File: src/rtl/core/spiq_pkg.sv
// ----------------------------------------------------------------------------
// spiq_pkg
// shared types and constants of the sorted priority insert queue
// ----------------------------------------------------------------------------
package spiq_pkg;

   localparam int QUEUE_DEPTH = 16;
   localparam int CNT_W       = $clog2(QUEUE_DEPTH + 1);
   localparam int IDX_W       = $clog2(QUEUE_DEPTH);
   localparam int PRIO_W      = 3;
   localparam int DATA_W      = 32;

   localparam logic [PRIO_W-1:0] MAX_PRIORITY = 3'd5;

   localparam logic OP_INSERT = 1'b0;
   localparam logic OP_DUMP   = 1'b1;

   typedef enum logic [1:0] {
      STATUS_OK      = 2'd0,
      STATUS_INVALID = 2'd1,
      STATUS_FULL    = 2'd2,
      STATUS_EMPTY   = 2'd3
   } status_type;

   typedef enum logic [1:0] {
      ST_IDLE,
      ST_INSERT,
      ST_EMPTY,
      ST_DUMP
   } state_type;

   typedef struct packed {
      logic capture;
      logic insert;
      logic empty_rsp;
      logic dump_start;
      logic dump_rsp;
   } cmd_type;

   typedef struct packed {
      logic count_zero;
      logic dump_last;
   } stat_type;

endpackage

File: src/rtl/core/spiq_ctrl.sv
// ----------------------------------------------------------------------------
// spiq_ctrl
// sequencer: accepts a transaction, runs an insert or a dump over the store
// ----------------------------------------------------------------------------
module spiq_ctrl (
   input  logic              clock,
   input  logic              reset,
   input  logic              start,
   input  logic              req_operation,
   input  spiq_pkg::stat_type stat,
   output spiq_pkg::cmd_type cmd,
   output logic              busy,
   output logic              rsp_valid
);

   spiq_pkg::state_type state_ff, state_in;

   always_ff @(posedge clock) begin
      if (reset) begin
         state_ff <= spiq_pkg::ST_IDLE;
      end else begin
         state_ff <= state_in;
      end
   end

   always_comb begin
      state_in = state_ff;
      unique case (state_ff)
         spiq_pkg::ST_IDLE: begin
            if (start) begin
               if (req_operation == spiq_pkg::OP_INSERT) begin
                  state_in = spiq_pkg::ST_INSERT;
               end else if (stat.count_zero) begin
                  state_in = spiq_pkg::ST_EMPTY;
               end else begin
                  state_in = spiq_pkg::ST_DUMP;
               end
            end
         end
         spiq_pkg::ST_INSERT: state_in = spiq_pkg::ST_IDLE;
         spiq_pkg::ST_EMPTY:  state_in = spiq_pkg::ST_IDLE;
         spiq_pkg::ST_DUMP: begin
            if (stat.dump_last) begin
               state_in = spiq_pkg::ST_IDLE;
            end
         end
         default: state_in = spiq_pkg::ST_IDLE;
      endcase
   end

   always_comb begin
      cmd       = '0;
      busy      = 1'b1;
      rsp_valid = 1'b0;
      unique case (state_ff)
         spiq_pkg::ST_IDLE: begin
            busy           = 1'b0;
            cmd.capture    = start;
            cmd.dump_start = start;
         end
         spiq_pkg::ST_INSERT: begin
            cmd.insert = 1'b1;
            rsp_valid  = 1'b1;
         end
         spiq_pkg::ST_EMPTY: begin
            cmd.empty_rsp = 1'b1;
            rsp_valid     = 1'b1;
         end
         spiq_pkg::ST_DUMP: begin
            cmd.dump_rsp = 1'b1;
            rsp_valid    = 1'b1;
         end
         default: begin
            busy = 1'b1;
         end
      endcase
   end

endmodule

File: src/rtl/core/spiq_datapath.sv
// ----------------------------------------------------------------------------
// spiq_datapath
// sorted entry chain, request capture, dump pointer and result fields
// ----------------------------------------------------------------------------
module spiq_datapath (
   input  logic                              clock,
   input  logic                              reset,
   input  spiq_pkg::cmd_type                 cmd,
   input  logic [spiq_pkg::PRIO_W-1:0]       req_priority_req,
   input  logic signed [spiq_pkg::DATA_W-1:0] req_payload,
   output spiq_pkg::stat_type                stat,
   output logic [1:0]                        rsp_status,
   output logic [spiq_pkg::PRIO_W-1:0]       rsp_entry_priority,
   output logic signed [spiq_pkg::DATA_W-1:0] rsp_entry_data,
   output logic                              rsp_last
);

   localparam int DEPTH = spiq_pkg::QUEUE_DEPTH;

   logic [spiq_pkg::PRIO_W-1:0] prio_ff [DEPTH];
   logic [spiq_pkg::PRIO_W-1:0] prio_in [DEPTH];
   logic [spiq_pkg::DATA_W-1:0] data_ff [DEPTH];
   logic [spiq_pkg::DATA_W-1:0] data_in [DEPTH];
   logic [spiq_pkg::CNT_W-1:0]  count_ff, count_in;
   logic [spiq_pkg::IDX_W-1:0]  idx_ff, idx_in;
   logic [spiq_pkg::PRIO_W-1:0] new_prio_ff, new_prio_in;
   logic [spiq_pkg::DATA_W-1:0] new_data_ff, new_data_in;

   logic [DEPTH-1:0]     le;
   logic                 invalid;
   logic                 full;
   logic                 write_en;
   spiq_pkg::status_type ins_status;

   assign invalid  = new_prio_ff > spiq_pkg::MAX_PRIORITY;
   assign full     = count_ff == spiq_pkg::CNT_W'(DEPTH);
   assign write_en = cmd.insert && !invalid && !full;

   always_comb begin
      if (invalid) begin
         ins_status = spiq_pkg::STATUS_INVALID;
      end else if (full) begin
         ins_status = spiq_pkg::STATUS_FULL;
      end else begin
         ins_status = spiq_pkg::STATUS_OK;
      end
   end

   // entries at or below the new priority stay, the first one above takes it
   always_comb begin
      for (int i = 0; i < DEPTH; i++) begin
         le[i] = (count_ff > spiq_pkg::CNT_W'(i)) && (prio_ff[i] <= new_prio_ff);
      end
   end

   always_comb begin
      for (int i = 0; i < DEPTH; i++) begin
         prio_in[i] = prio_ff[i];
         data_in[i] = data_ff[i];
         if (write_en && !le[i]) begin
            if (i == 0) begin
               prio_in[i] = new_prio_ff;
               data_in[i] = new_data_ff;
            end else if (le[i-1]) begin
               prio_in[i] = new_prio_ff;
               data_in[i] = new_data_ff;
            end else begin
               prio_in[i] = prio_ff[i-1];
               data_in[i] = data_ff[i-1];
            end
         end
      end
   end

   always_comb begin
      count_in    = count_ff;
      idx_in      = idx_ff;
      new_prio_in = new_prio_ff;
      new_data_in = new_data_ff;
      if (cmd.capture) begin
         new_prio_in = req_priority_req;
         new_data_in = req_payload;
      end
      if (write_en) begin
         count_in = count_ff + 1'b1;
      end
      if (cmd.dump_start) begin
         idx_in = '0;
      end else if (cmd.dump_rsp) begin
         idx_in = idx_ff + 1'b1;
      end
   end

   always_ff @(posedge clock) begin
      if (reset) begin
         count_ff <= '0;
      end else begin
         count_ff <= count_in;
      end
   end

   always_ff @(posedge clock) begin
      for (int i = 0; i < DEPTH; i++) begin
         prio_ff[i] <= prio_in[i];
         data_ff[i] <= data_in[i];
      end
      idx_ff      <= idx_in;
      new_prio_ff <= new_prio_in;
      new_data_ff <= new_data_in;
   end

   assign stat.count_zero = count_ff == '0;
   assign stat.dump_last  = {1'b0, idx_ff} == (count_ff - 1'b1);

   always_comb begin
      rsp_status         = 2'(spiq_pkg::STATUS_OK);
      rsp_entry_priority = '0;
      rsp_entry_data     = '0;
      rsp_last           = 1'b1;
      if (cmd.insert) begin
         rsp_status = 2'(ins_status);
      end else if (cmd.empty_rsp) begin
         rsp_status = 2'(spiq_pkg::STATUS_EMPTY);
      end else if (cmd.dump_rsp) begin
         rsp_entry_priority = prio_ff[idx_ff];
         rsp_entry_data     = data_ff[idx_ff];
         rsp_last           = stat.dump_last;
      end
   end

endmodule

File: src/rtl/core/sorted_priority_insert_queue.sv
// ----------------------------------------------------------------------------
// sorted_priority_insert_queue
// bounded queue of (priority, data) entries kept in ascending priority order
// ----------------------------------------------------------------------------
//  channel   ports                                   handshake
//  request   req_operation, req_priority_req,        start & !busy
//            req_payload
//  response  rsp_status, rsp_entry_priority,         rsp_valid, one cycle
//            rsp_entry_data, rsp_last
//
//  an insert captures the request, then the entry chain shifts and the
//  status is strobed. a dump captures the request, then reads out one
//  entry per cycle from the chain by the dump pointer, or strobes empty.
//  reset clears the entry count; entry contents are left as they were.
//  the receiver cannot stall; busy stays high until the last response.
// ----------------------------------------------------------------------------
module sorted_priority_insert_queue (
   input  logic                               clock,
   input  logic                               reset,
   input  logic                               start,
   output logic                               busy,
   input  logic                               req_operation,
   input  logic [spiq_pkg::PRIO_W-1:0]        req_priority_req,
   input  logic signed [spiq_pkg::DATA_W-1:0] req_payload,
   output logic                               rsp_valid,
   output logic [1:0]                         rsp_status,
   output logic [spiq_pkg::PRIO_W-1:0]        rsp_entry_priority,
   output logic signed [spiq_pkg::DATA_W-1:0] rsp_entry_data,
   output logic                               rsp_last
);

   spiq_pkg::cmd_type  cmd;
   spiq_pkg::stat_type stat;

   spiq_ctrl u_ctrl (
      .clock         (clock),
      .reset         (reset),
      .start         (start),
      .req_operation (req_operation),
      .stat          (stat),
      .cmd           (cmd),
      .busy          (busy),
      .rsp_valid     (rsp_valid)
   );

   spiq_datapath u_datapath (
      .clock              (clock),
      .reset              (reset),
      .cmd                (cmd),
      .req_priority_req   (req_priority_req),
      .req_payload        (req_payload),
      .stat               (stat),
      .rsp_status         (rsp_status),
      .rsp_entry_priority (rsp_entry_priority),
      .rsp_entry_data     (rsp_entry_data),
      .rsp_last           (rsp_last)
   );

endmodule

File: config.mk
export PLATFORM = sky130hd
export DESIGN_NAME = sorted_priority_insert_queue
export DESIGN_NICKNAME = d
export VERILOG_FILES = /design/src/rtl/core/spiq_pkg.sv /design/src/rtl/core/spiq_ctrl.sv /design/src/rtl/core/spiq_datapath.sv /design/src/rtl/core/sorted_priority_insert_queue.sv
export SDC_FILE = /design/constraint.sdc
export NUM_CORES = 1
export LEC_CHECK = 0
export BUFFER_PORTS_ARGS = -buffer_cell sky130_fd_sc_hd__clkbuf_2
export CAP_MARGIN = 20
export CORE_MARGIN = 10
export CORE_UTILIZATION = 24
export DETAILED_ROUTE_END_ITERATION = 8
export SYNTH_ARGS = -nofsm -noshare
export SYNTH_HDL_FRONTEND = slang
export SYNTH_SLANG_ARGS = --single-unit
File: constraint.sdc
create_clock -name clock -period 5.8 [get_ports clock]
set_input_delay 0 -clock clock [delete_from_list [all_inputs] [get_ports clock]]
set_output_delay 0 -clock clock [all_outputs]
set_load 0.02 [all_outputs]
-- After elaboration in Yosys (flattened, before gate mapping)
Memory sizes are Yosys's and may differ from the RTL's. A register that Yosys moved wholly into a read port is not among the register bits.
Cells that the tools add are included.
- add/sub/neg operators: 3
- magnitude comparators: 33
- eq/ne operators: 8
- mux-type cells: 90
- reductions and logical operators: 57
- operator list (kind ; number):
    $mux W32 ; 34
    $mux W3 ; 34
    $le A3 B3 Y1 ; 16
    $gt A5 B4 Y1 const B ; 8
    $logic_and A1 B1 Y1 ; 34
    $gt A5 B3 Y1 const B ; 4
    $logic_not A1 Y1 ; 18
    $mux W4 ; 4
    $mux W2 ; 7
    $gt A5 B1 Y1 const B ; 2
    $gt A5 B2 Y1 const B ; 2
    $mux W1 ; 10
    $pmux W2 S3 ; 1
    $add A5 B1 Y5 const B ; 1
    $eq A4 B5 Y1 ; 1
    $eq A5 B5 Y1 const B ; 1
    $logic_not A5 Y1 ; 1
    $sub A5 B1 Y5 const B ; 1
    $add A4 B1 Y4 const B ; 1
    $eq A2 B2 Y1 const B ; 2
    $ne A2 B2 Y1 const B ; 2
    $gt A3 B3 Y1 const B ; 1
    $reduce_or A3 Y1 ; 1
    $eq A2 B1 Y1 const B ; 1
    4 further kinds ; 4
- flip-flop bits (word level): 46
- bits in writable memories: 560
- memories: 2
- memory list (memory ; depth ; bits a word ; read ports ; clocked after memory_dff ; wr ports ; line ; RTL):
    u_datapath.data_ff ; 16 ; 32 ; 16 ; 1 ; 16 ; spiq_datapath.sv:22 ; logic [spiq_pkg::DATA_W-1:0] data_ff [DEPTH];
    u_datapath.prio_ff ; 16 ; 3 ; 17 ; 1 ; 16 ; spiq_datapath.sv:20 ; logic [spiq_pkg::PRIO_W-1:0] prio_ff [DEPTH];

-- Logic depth before layout (Yosys ltp)
Gate-level depths: netlist of run 1.
- depth after elaboration: 6
- gate-level depth with buffers: 10
- gate-level depth less buffers: 7

-- By module
Synthesis of run 1 repeated with hierarchy kept, for this count alone.
- cells, all modules: 1772
- area, all modules: 30445.4 sq um
- by module, submodules not included (module ; instances ; cells each ; area each (sq um) ; seq. area each (sq um)):
    spiq_datapath ; 1 ; 1757 ; 30316.6 ; 18127.4
    spiq_ctrl ; 1 ; 15 ; 128.9 ; 40.0

-- Worst setup path after synthesis of run 1
OpenSTA, ideal clock, no wires.
- path kind: register to register
- from: reg u_datapath.new_prio_ff[1] (netlist bit)
- to: mem u_datapath.data_ff[4][0] (netlist bit) (enable)
- setup time: 0.431 ns
- arrival: 3.662 ns
- required time: 5.369 ns
- slack: 1.707 ns
- stages on the path, launching flop included: 11
- clock period less this slack: 4.093 ns
- cells stage by stage: edfxtp_1 clkbuf_1 inv_1 ha_1 nor2b_1 o21ai_0 a32oi_1 a21o_1 buf_4 buf_2 nor2b_1
- RTL lines (what ; line ; RTL):
    start, declared ; spiq_datapath.sv:26 ; logic [spiq_pkg::PRIO_W-1:0] new_prio_ff, new_prio_in;
    start signal, assigned ; spiq_datapath.sv:108 ; new_prio_ff <= new_prio_in;
    end, declared ; spiq_datapath.sv:22 ;

==> results of run 1 <==
## per-stage QoR
step / util [%] / std cells
floorplan: - / 1814
global placement: 26.0 / 3465
detailed placement: 26.0 / 3466
CTS: 28.0 / 3621
global route: 28.0 / 3621
finish: 28.0 / 3621
## state kept, by name, summed over array words and instances, names as in the netlist, named ones only
| signal | flops |
|---|---|
| u_datapath.new_prio_ff | 3 |
| u_datapath.prio_ff | 48 |
| u_datapath.count_ff | 5 |
| u_datapath.idx_ff | 4 |
| u_ctrl.state_ff | 2 |
| u_datapath.new_data_ff | 32 |
| u_datapath.data_ff | 512 |
## logic make-up after synthesis
| kind of cell | count (synthesis) | synth area share, % |
|---|---|---|
| flip-flops | 610 | 58.9 |
| adder cells (fa/ha/maj) | 54 | 2.19 |
| buffers and inverters | 164 | 2.80 |
| AO/OA/AOI/OAI | 127 | 2.95 |
| XOR/XNOR | 12 | 0.341 |
| multiplexers | 715 | 30.5 |
| AND/OR/NAND/NOR | 132 | 2.25 |
## layout by cell type, fill, tap and decap left out, drive strengths merged, types with 23 or more instances in the layout
cell type	count
edfxtp	595
mux2	525
clkbuf	163
mux4	128
mux2i	62
ha	54
buf	47
dlygate4sd3	38
inv	31
o21ai	29
nor2b	28
nor2	28
nand2	27
a21oi	27
o22ai	23
clkinv	23
## report_power, final
| group | internal, mW | leakage, nW | switching [mW] | total (mW) |
|---|---|---|---|---|
| sequential | 5.00 | 5.56 | 0.143 | 5.14 |
| clock | 2.41 | 1.02 | 1.79 | 4.20 |
| combinational | 0.240 | 4.93 | 0.312 | 0.552 |
## cells in the mapped netlist (3+ instances only)
master	count	area [um^2]
a211oi_1	8	60.1
a21oi_1	16	80.1
a21oi_2	7	61.3
a21oi_4	4	65.1
a22oi_1	8	60.1
a311oi_1	8	70.1
a32oi_1	9	78.8
buf_1	12	45.0
buf_2	30	150
buf_4	26	195
buf_6	15	169
clkbuf_1	52	195
dfxtp_1	15	300
edfxtp_1	595	17900
ha_1	54	676
inv_1	28	105
mux2_1	16	180
mux2_2	509	5730
mux2i_1	62	621
mux4_2	128	2880
nand2_1	27	101
nand2b_1	13	81.3
nand3_1	17	85.1
nand4_1	5	31.3
nor2_1	27	101
nor2b_1	28	175
o211ai_1	4	30.0
o21a_1	4	30.0
o21ai_0	26	130
o22ai_1	23	144
or3_1	3	18.8
xnor2_1	7	61.3
xor2_1	5	43.8
## final timing paths
check	startpoint	endpoint	depth (start not counted)
hold / removal	req_payload[12]	u_datapath.new_data_ff[12]	2
hold reg to reg	u_datapath.data_ff[8][20]	u_datapath.data_ff[9][20]	1
setup reg to reg	u_datapath.new_prio_ff[1]	u_datapath.data_ff[7][10]	9
setup / recovery	u_datapath.new_prio_ff[1]	u_datapath.data_ff[7][10]	9
## metal layers
layer	vias up	part of all wire (%)
met5	-	0.026
met4	4	2.7
met3	141	5.5
met2	600	48
met1	9311	44
li1	7467	-
## cell type report
class	instances	area [um^2]
well taps	1662	2080
repair buffers	163	1180
fillers	12700	91900
multi-input cells	1040	12000
clock buffers	85	1790
flip-flops and latches	610	18200
clock inverters	32	312
inverters	29	110
## what timing repair did
action / CTS / global route
hold endpoints to repair: 42 / 0
gates resized for setup: 0 / 0
hold buffers: 38 / 0
==> metrics, run 1 <==
outcome finished clean; Setup Fix Bufs, Post-CTS 0; first-pass GRT wire length 130,000 um; max incr delay on CP 0.70 ns; Final Power 9.89 mW; cell row count 131; synthesis-stage register bit count 610; Reg clk slew, reported paths 0.06 ns; Die W 378 um; syn avg cell area 17.0 um^2; mapped cell area 30,800 um^2; R2R setup slack 1.78 ns; Hold WS 0.114 ns; met3 usage 2.09%; n_diodes 0; CTS sink cnt 610; grt peak-use layer met2; Area Growth Syn to Fin 15.6%; FFs w/ async S/R, synth 0%; cell family with most CP delay buffers and inverters; CP Capture Type register; final setup TNS 0 ns; Vias 17,500; residual DRC count 0; final setup vio count 0; relative slew slack 29.0%; HP Class primary input to register; WS Path Type register to register; drt total wl 88,700 um; Starting Density 24.2%; Final Max Tran Viols 0; IO Pins 79; Synthesis Warnings 0; largest net degree at the start of global routing 100; Critical Path Start Type register; Critical Path Fanout Max 20; register area share after synthesis 58.9%; unrepaired setup endpoints after global routing no; antenna violations before repair 4; gpl congestion 0.778; Core Area 128,000 um^2; Max stage delay cell, worst path edfxtp_1; final net count 2,004; endpoints failing hold 0; CTS buffer count 67; Pre-antenna DRT Iters 5; worst slew pin tran 1.06 ns; dpl ws 1.78 ns; hpwl dp 54,000 um; Worst EP required 6.07 ns; DIE AREA 143,000 um^2; GRT overflow 0; P_leak 11.5 nW; CTS Buffer Depth 3; Die Ht 378 um; post-route ant nets 0; Mapped Nets 1,907; wire per inst 24.5 um; cell-by-cell trace of the critical path inv_1 -> ha_1 -> nor2b_1 -> o21ai_0 -> nand2b_1 -> a21oi_4 -> buf_4 -> nor2_4 -> buf_4; most used flip-flop cell after synthesis edfxtp_1; maximum capacitance violations 0; Post-synth EDFFs 595; CTS tree built; PortBufs 78; CP arrival 4.29 ns; fin crit period 4.02 ns; Worst Slack Setup Final 1.78 ns; Clock Skew 0.0309 ns; met2 usage in global routing 20.1%; met1 usage 16.2%; VDD IR max 0.000196 V; Max Freq 249 MHz; All-Layer GR Usage 12.1%; Yosys cell types 52; vias in the first global route 18,700; root buffer cell clkbuf_16; fin crit share 69.3%; cells after synthesis 1,814; Placed Area 33,200 um^2; vias per cell 4.84; CP most frequent cell buf_4; Starting DRT DRC Count 1,659; Skew-Pair Late Insertion Delay 0.62 ns; Power Dens Cells 277 nW/um^2; share of layout cells above drive strength 1 45.8%; htree depth 3; crit path buf inv count 3; design area 35,600 um^2
No activity file was read; power rests on OpenSTA's default activity.
==> run 2, diff against run 1 <==
Settings changed: ABC_AREA set to 1.
Clock period 5.8 ns to 3.9 ns, I/O delays scaled along.
==> metrics, run 2 <==
HP Class primary input to register; Layout Cells excl Fill 5,029; Yosys cell types 32; DP Cell Count 4,859; Power Dens Cells 446 nW/um^2; maximum capacitance violations 0; largest register by flop count u_datapath.data_ff; drt total wl 95,500 um; Worst EP required 3.90 ns; first-pass GRT wire length 145,000 um; CTS Buffer Depth 3; most common cell after layout, fill and taps aside o21ai_0; CTS buffer count 71; residual DRC count 0; final setup TNS 0 ns; mapped cell area 30,600 um^2; All-Layer GR Usage 13.0%; CTS tree built; FFs w/ async S/R, synth 0%; most used flip-flop cell after synthesis edfxtp_1; DIE AREA 142,000 um^2; most frequent cells in the layout o21ai_0 (699), nand2_1 (681), edfxtp_1 (595); Max Freq 310 MHz; CP arrival 3.22 ns; antenna violations before repair 0; unrepaired setup endpoints after global routing no; worst slew pin tran 0.979 ns; CP Capture Type output pin; Reg clk slew, reported paths 0.06 ns; root buffer cell clkbuf_16; endpoints failing hold 0; syn avg cell area 9.27 um^2; vias per cell 4.89; post-route ant nets 0; final setup vio count 0; Core Area 127,000 um^2; Vias 24,600; fin crit period 3.22 ns; Commonest cells post-synth o21ai_0 (699), nand2_1 (692), edfxtp_1 (595), nor2_1 (455), nand3_1 (179); Critical Path Start Type register; VDD IR max 0.000401 V; CTS sink cnt 610; Mapped Nets 3,398; share of layout cells above drive strength 1 9.18%; count leader, synth o21ai_0; area occupied by multi-input gates 11,200 um^2; Die Ht 377 um; Critical Path Fanout Max 42; register area share after synthesis 59.3%; largest net degree at the start of global routing 101; cell row count 131; WS Path Type register to output pin; Area Growth Syn to Fin 16.4%; synthesis-stage register bit count 610; Synthesis Warnings 0; n_diodes 0; fin crit share 82.6%; Filler cells 13,400; gpl congestion 0.822; cells after synthesis 3,305; final net count 3,402; Skew-Pair Late Insertion Delay 0.63 ns; Post-synth EDFFs 595; register area 18,200 um^2; largest area contributor in the netlist edfxtp_1; hpwl dp 58,900 um; htree depth 3; Starting Density 24.1%; outcome finished clean; Starting DRT DRC Count 2,787; Pre-antenna DRT Iters 6; Final Max Tran Viols 0; Die W 377 um; Regs by FF count u_datapath.data_ff x512, u_datapath.prio_ff x48, u_datapath.new_data_ff x32; vias in the first global route 23,400; PortBufs 78; Synth area leaders edfxtp_1 (58%), o21ai_0 (11%), nand2_1 (8.5%); wire per inst 19.0 um; Clock Skew 0.0208 ns; P_leak 13.4 nW; relative slew slack 34.7%; max reg flops 512; post-synth top area share 58.3%; GRT overflow 0; IO Pins 79
-- run 2: area by class of cell --
cell class	count	area share [%]
Multi-Input combinational cell	2350	31.3
Timing Repair Buffer	194	4.62
Clock inverter	48	1.27
Sequential cell	610	51.0
Clock buffer	83	5.17
Inverter	82	0.891
Tap cell	1662	5.83
-- run 2: worst max-delay path, stage by stage, from the launching register on --
cell	delay (ns)
dfxtp_4	0.78
inv_2	0.46
buf_4	0.37
nand3_1	0.13
nand3_1	0.18
a21oi_1	0.37
clkbuf_2	0.25
-- run 2: layer usage --
metal	global-route usage (%)	wire length, um
met5	0	0
met4	4.01	2620
met3	1.90	6810
met2	21.2	44400
met1	17.6	41700
-- run 2: logic make-up (layout without fill, tap and decap cells) --
family | Yosys count | after routing | share of synthesized area (%)
buffers and inverters | 345 | 407 | 4.99
adder cells (fa/ha/maj) | 54 | 54 | 2.21
AND/OR/NAND/NOR | 1340 | 1340 | 17.3
flip-flops | 610 | 610 | 59.3
AO/OA/AOI/OAI | 956 | 956 | 16.2
-- run 2: power breakdown --
part / internal, mW / total [mW] / switching, mW
Combinational: 0.430 / 1.48 / 1.05
Clock: 3.87 / 6.70 / 2.82
Sequential: 7.58 / 7.74 / 0.166
-- run 2: worst paths after layout --
| path | startpoint | to | slack (ns) | depth (start not counted) |
|---|---|---|---|---|
| worst max register to register | u_datapath.new_prio_ff[2] | u_datapath.data_ff[3][22] | 0.75 | 10 |
| worst min-delay path | req_payload[10] | u_datapath.new_data_ff[10] | 0.08 | 2 |
| worst max-delay path | register | rsp_entry_data[1] | 0.68 | 6 |
| worst min register to register | u_datapath.new_data_ff[5] | u_datapath.data_ff[0][5] | 0.45 | 0 |
-- run 2: timing repair --
action | CTS | global route
hold buffers | 39 | 0
hold endpoints to repair | 50 | 0
resized for setup | 0 | 0
setup buffers | 0 | 0
-- run 2: stage by stage --
stage | util, % | hold slack [ns] | worst slack, ns | total power [mW] | cell area [um^2]
3_5_place_dp | 25.9 | 0.179 | 0.770 | 9.33 | 33000
3_3_place_gp | 25.9 | 0.177 | 0.790 | 9.29 | 33000
5_1_grt | 28.0 | 0.0673 | 0.499 | 16.5 | 35700
2_1_floorplan | - | 0.0691 | 0.0228 | 8.76 | 30600
6_report | 28.0 | 0.0822 | 0.679 | 15.9 | 35700
4_1_cts | 28.0 | 0.0502 | 0.597 | 16.0 | 35700
